==> config.mk <==
export PLATFORM = sky130hd
export DESIGN_NAME = lphi_ctrl
export DESIGN_NICKNAME = d
export VERILOG_FILES = /design/src/lphi_pkg.sv /design/src/lphi_ctrl.sv
export SDC_FILE = /design/constraint.sdc
export NUM_CORES = 1
export LEC_CHECK = 0
export BUFFER_PORTS_ARGS = -buffer_cell sky130_fd_sc_hd__clkbuf_2
export CORE_AREA = 5 5 42 44
export CTS_CLUSTER_DIAMETER = 120
export DETAILED_ROUTE_END_ITERATION = 12
export DIE_AREA = 0 0 47 49
export GPL_TIMING_DRIVEN = 0
export PLACE_DENSITY = 0.7
export SLEW_MARGIN = 20
export SYNTH_ARGS = -nofsm -noshare
export SYNTH_HDL_FRONTEND = slang
export SYNTH_SLANG_ARGS = --single-unit
==> constraint.sdc <==
create_clock -name clk -period 1.4 [get_ports clk]
set_input_delay 0.21 -clock clk [delete_from_list [all_inputs] [get_ports clk]]
set_output_delay 0.21 -clock clk [all_outputs]
set_load 0.05 [all_outputs]
==> src/lphi_pkg.sv <==
// ----------------------------------------------------------------------------
// lphi_pkg
// Shared widths, status codes and controller/datapath interface structs for
// the linear probing hash insert block.
// ----------------------------------------------------------------------------
package lphi_pkg;

  localparam int KEY_W    = 64;
  localparam int STATUS_W = 2;
  localparam int SLOT_W   = 10;
  localparam int CFG_W    = 4;
  localparam int EPOCH_W  = 8;
  localparam int RAM_W    = KEY_W + EPOCH_W;

  // table_bits limits and reset value
  localparam logic [CFG_W-1:0] TB_MIN   = 4'd1;
  localparam logic [CFG_W-1:0] TB_MAX   = 4'd10;
  localparam logic [CFG_W-1:0] TB_RESET = 4'd10;

  typedef enum logic [STATUS_W-1:0] {
    ST_PLACED = 2'd0,
    ST_ZERO   = 2'd1,
    ST_FULL   = 2'd2
  } status_t;

  // controller to datapath
  typedef struct packed {
    logic load;
    logic epoch_step;
    logic clear_init;
    logic clear_write;
    logic place;
    logic emit_zero;
    logic emit_full;
    logic advance;
  } ctrl_cmd_t;

  // datapath to controller
  typedef struct packed {
    logic in_key_zero;
    logic in_start_new;
    logic epoch_wrap;
    logic held_key_zero;
    logic clear_last;
    logic slot_empty;
    logic probe_last;
  } ctrl_stat_t;

endpackage

==> src/lphi_ctrl.sv <==
// ----------------------------------------------------------------------------
// lphi_ctrl
// Insert sequencer: boot clear, accept, optional clear pass, probe loop.
// ----------------------------------------------------------------------------
module lphi_ctrl
  import lphi_pkg::*;
(
  input  logic       clk,
  input  logic       rst,
  input  logic       start,
  input  ctrl_stat_t stat,
  output ctrl_cmd_t  cmd,
  output logic       busy
);

  typedef enum logic [4:0] {
    S_BOOT  = 5'b00001,
    S_IDLE  = 5'b00010,
    S_CLEAR = 5'b00100,
    S_READ  = 5'b01000,
    S_CHECK = 5'b10000
  } state_t;

  state_t state, state_next;

  always_ff @(posedge clk) begin
    if (rst) begin
      state <= S_BOOT;
    end else begin
      state <= state_next;
    end
  end

  always_comb begin
    state_next = state;
    cmd        = '0;
    unique case (state)
      S_BOOT: begin
        cmd.clear_write = 1'b1;
        if (stat.clear_last) begin
          state_next = S_IDLE;
        end
      end
      S_IDLE: begin
        if (start) begin
          cmd.load = 1'b1;
          if (stat.in_start_new && stat.epoch_wrap) begin
            // epoch tags exhausted, sweep the store
            cmd.clear_init = 1'b1;
            state_next     = S_CLEAR;
          end else begin
            cmd.epoch_step = stat.in_start_new;
            if (stat.in_key_zero) begin
              cmd.emit_zero = 1'b1;
            end else begin
              state_next = S_READ;
            end
          end
        end
      end
      S_CLEAR: begin
        cmd.clear_write = 1'b1;
        if (stat.clear_last) begin
          if (stat.held_key_zero) begin
            cmd.emit_zero = 1'b1;
            state_next    = S_IDLE;
          end else begin
            state_next = S_READ;
          end
        end
      end
      S_READ: begin
        state_next = S_CHECK;
      end
      S_CHECK: begin
        if (stat.slot_empty) begin
          cmd.place  = 1'b1;
          state_next = S_IDLE;
        end else if (stat.probe_last) begin
          cmd.emit_full = 1'b1;
          state_next    = S_IDLE;
        end else begin
          cmd.advance = 1'b1;
          state_next  = S_READ;
        end
      end
      default: begin
        state_next = S_IDLE;
      end
    endcase
  end

  assign busy = (state != S_IDLE);

endmodule

# --- After elaboration in Yosys (flattened, before gate mapping) ---
# Index checks and enable logic that the tools add are counted.
word_totals:
  register_bits: 5
  in_bits: 10
classes:
  n_eq_ne: 10
  muxes: 26
  n_reduce_logical: 3
ops:
  columns: ["operator", "count"]
  rows:
  - ["2-to-1 mux 5 bit", 5]
  - ["one-hot mux 5 bit (5 select lines)", 1]
  - ["2-to-1 mux 1 bit", 12]
  - ["2-to-1 mux 4 bit", 3]
  - ["2-to-1 mux 3 bit", 2]
  - ["inequality test 2 bit (second input constant)", 3]
  - ["== test 5 x 1 -> 1 bit (second input constant)", 1]
  - ["== test 5 x 2 -> 1 bit (second input constant)", 1]
  - ["== test 5 x 3 -> 1 bit (second input constant)", 1]
  - ["== test 5 x 4 -> 1 bit (second input constant)", 1]
  - ["== test 5 bit (second input constant)", 1]
  - ["inequality test 5 x 2 -> 1 bit (second input constant)", 1]
  - ["2-to-1 mux 2 bit", 2]
  - ["AND reduction 4 bit", 1]
  - ["inequality test 3 bit (second input constant)", 1]
  - ["one-hot mux 1 bit (2 select lines)", 1]
  - ["OR reduction 2 bit", 1]
  - ["logical AND 1 bit", 1]

# --- Logic depth before layout (Yosys ltp) ---
logic_depth:
  word_depth: 4
  mapped_depth: 4
  mapped_depth_nobuf: 3

# --- Least setup slack after synthesis ---
# Ideal clock, no wire load.
synth_path:
  kind: "reg2out"
  from: "register state[3]"
  to: "output cmd[2] (netlist name)"
  arrival_time_ns: 2.070
  t_required_ns: 1.190
  setup_slack_ns: -0.880
  path_stages_with_launch: 5
  path_cell_list: "dfxtp_1 buf_6 nor4_4 nand3_1 o21ai_0"
synth_lines:
  columns: ["item", "line", "rtl"]
  rows:
  - ["start: declaration", "lphi_ctrl.sv:24", "state_t state, state_next;"]
  - ["start signal: assignment", "lphi_ctrl.sv:30", "state <= state_next;"]
  - ["end: declaration", "lphi_ctrl.sv:12", "output ctrl_cmd_t cmd,"]

==> flow_metrics.py <==
metrics = {
    "status": {
        "status": "finished with violations",
        "violations": "setup timing",
    },
    "cts": {
        "htree_levels": 1,
        "holdBufCountCts": 0,
        "cts_buffers": 3,
        "cts_root_buf": "clkbuf_4",
        "insertion_delay_ns": 0.26,
        "clockBufferDepth": 2,
        "cts_tree": "yes",
        "cts_num_sinks": 5,
        "clk_pin_slew_ns": 0.05,
    },
    "yosys": {
        "syn_area_um2": 449,
        "synth_mux_area_frac": 0,
        "yosys_warnings": 0,
        "synth_nets": 66,
        "synth-xor-area-share": 0.0195,
        "yosysSeqAreaShare": 0.223,
        "synthAdderAreaFrac": 0,
        "yosys-top-cells-area": "dfxtp_1 22%, inv_1 5.8%, nor4_4 4.7%, o31ai_4 4.7%, nand3_1 4.5%",
        "synth_seq_cells": 5,
        "synth_edf_count": 0,
        "synth_top_area_cell": "dfxtp_1",
        "yosysMostFrequentCell": "inv_1",
        "synth_top_family_by_area": "simple AND/OR/NAND/NOR gates",
        "synth-simple-area-share": 0.384,
        "synthCells": 56,
        "synth.top_cell.area_share": 0.223,
        "synth_compound_area_frac": 0.262,
        "synthArstFlopShare": 0,
        "syn_area_per_cell_um2": 8.02,
        "synthFlopType": "dfxtp_1",
        "ys_top_cells_by_count": "7 x inv_1, 5 x dfxtp_1, 5 x nand2_1, 4 x nand3_1, 4 x nor2_1",
        "synth.distinct_cells": 31,
    },
    "placement": {
        "post-dp-hpwl_um": 932,
        "dpl_cell_area_um2": 598,
        "numPortBuffers": 18,
        "dp.cells": 90,
        "place_congestion": 0.742,
    },
    "cells_and_area": {
        "diodes": 0,
        "area_growth_pct": 111,
        "largestRegisters": "state: 5 flops",
        "final_cells": 108,
        "layout.nets": 103,
        "final_util": 0.676,
        "design_area_um2": 947,
        "largest-register": "state",
        "drive_above_1_share": 0.707,
        "largest_reg_flops": 5,
    },
    "drt": {
        "routed_wl_mm": 1.83,
        "drtIter0Drc": 28,
        "drc": 0,
        "wire_per_inst_um": 17.0,
        "via_per_inst": 5.65,
        "firstDrtPassIters": 4,
        "ant_nets": 0,
        "vias": 610,
    },
    "timing": {
        "drv_slew": 0,
        "tns_ns": -3.02,
        "fin_crit_sh": 1.26,
        "fin_skew_ns": 0.00165,
        "fmax_mhz": 565,
        "rsz0062_at_grt": "true",
        "worstMarginPinSlew_ns": 0.324,
        "hold_viol": 0,
        "fin_crit_ns": 1.77,
        "fin_ws_ns": -0.370,
        "setup_viol": 12,
        "maxSlewHeadroom": 0.782,
    },
    "global_routing": {
        "track_usage": 0.179,
        "grt_pass1_vias": 658,
        "grt_pass1_wl_mm": 2.95,
        "antenna_found_initial": 0,
        "grt_remaining_overflow": 0,
        "grt_max_degree": 11,
    },
    "worst_setup_path": {
        "slowest_stage": "dfxtp_4",
        "crit_family": "buffers and inverters",
        "startpoint_type": "flip-flop",
        "worstPathCellList": "buf_4 -> nor3_4 -> buf_4 -> nand4_1 -> o21ai_2 -> buf_8",
        "critPathMostFrequentCell": "buf_4",
        "timing.critical_path.buf_inv": 3,
        "endpoint_kind": "primary output",
        "cp_max_fo": 4,
        "arrival_ns": 1.56,
        "critPathKind": "flip-flop to primary output",
        "critPathMaxStageDelay_ns": 0.36,
        "required_ns": 1.19,
    },
    "flow_run": {
        "maxCapViolations": 0,
    },
    "floorplanning": {
        "io_pins": 19,
        "dieWidth_um": 47,
        "die_h_um": 49,
        "core_um2": 1400,
        "die_area_um2": 2300,
        "fp-row-count": 14,
        "start_util": 0.321,
    },
    "power": {
        "peakVddDrop_uv": 293,
        "powerDensity_nw_per_um2": 642,
        "total_power_uw": 608,
        "power.leakage_uw": 0.000420,
    },
    "hold_path": {
        "hold_class": "primary input to flip-flop",
    },
}
-- power breakdown --
group | internal, µW | switching (µW)
registers | 147 | 13.2
clock network | 109 | 75.3
logic | 124 | 140
total | 380 | 228
-- repair_timing --
item                                   4_1_cts  5_1_grt
pin swaps                                   12        5
buffers inserted                            14        2
gates resized for setup                     41       10
setup endpoints to repair                   10       13
gates cloned                                 0        0
endpoints found under the hold margin        0        0
-- cells in the final DEF, fill, tap and decap left out, types with 2 or more instances in the layout --
master / n
buf_4: 14
clkbuf_2: 9
buf_8: 5
inv_1: 4
clkbuf_16: 4
nor2_1: 3
nand2_1: 3
nand4_1: 3
clkbuf_4: 3
dfxtp_4: 3
nand2_2: 2
nand3_2: 2
nor2b_1: 2
inv_2: 2
nor3b_4: 2
buf_6: 2
-- cell families (layout without fill, tap and decap cells) --
family,after synthesis,after routing
DFF,5,5
AOI/OAI and AO/OA,12,12
xor gates and xnor gates,1,1
buffers and inverters,10,46
and+or+nand+nor,28,28
-- layout make-up --
class | count | area, µm²
buffer | 1 | 5.00
tap | 16 | 20.0
sequential | 5 | 113
fill | 106 | 454
inverter | 7 | 30.0
multi-input combinational | 41 | 405
timing repair buffer | 34 | 348
clock buffer | 4 | 26.3
-- per-stage QoR --
stage	worst slack, ns	hold WS, ns
6_report	-0.370	0.150
5_1_grt	-0.420	0.161
4_1_cts	-0.375	0.127
3_5_place_dp	-0.314	0.391
3_3_place_gp	-0.300	0.387
2_1_floorplan	-0.268	0.279
-- path summary, 6_finish.rpt --
| kind | start | cells past startpoint | slack [ns] | endpoint |
|---|---|---|---|---|
| setup / recovery | state[3]$_SDFFE_PP0P_ | 6 | -0.37 | cmd[2] |
| hold / removal | rst | 2 | 0.15 | state[2]$_SDFFE_PP0P_ |
| setup reg to reg | state[3]$_SDFFE_PP0P_ | 5 | -0.13 | state[3]$_SDFFE_PP0P_ |
| hold reg to reg | state[4]$_SDFFE_PP0P_ | 3 | 0.70 | state[4]$_SDFFE_PP0P_ |
-- per-layer routing --
metal	share of wire	wire (µm)	track usage	vias to the layer above
met3	0.066	121	0.0185	7
met1	0.35	637	0.180	288
met5	0	0	0	-
met2	0.55	1020	0.324	38
li1	-	-	-	277
met4	0.032	58	0.111	0
(Power assumes the default switching activity.)
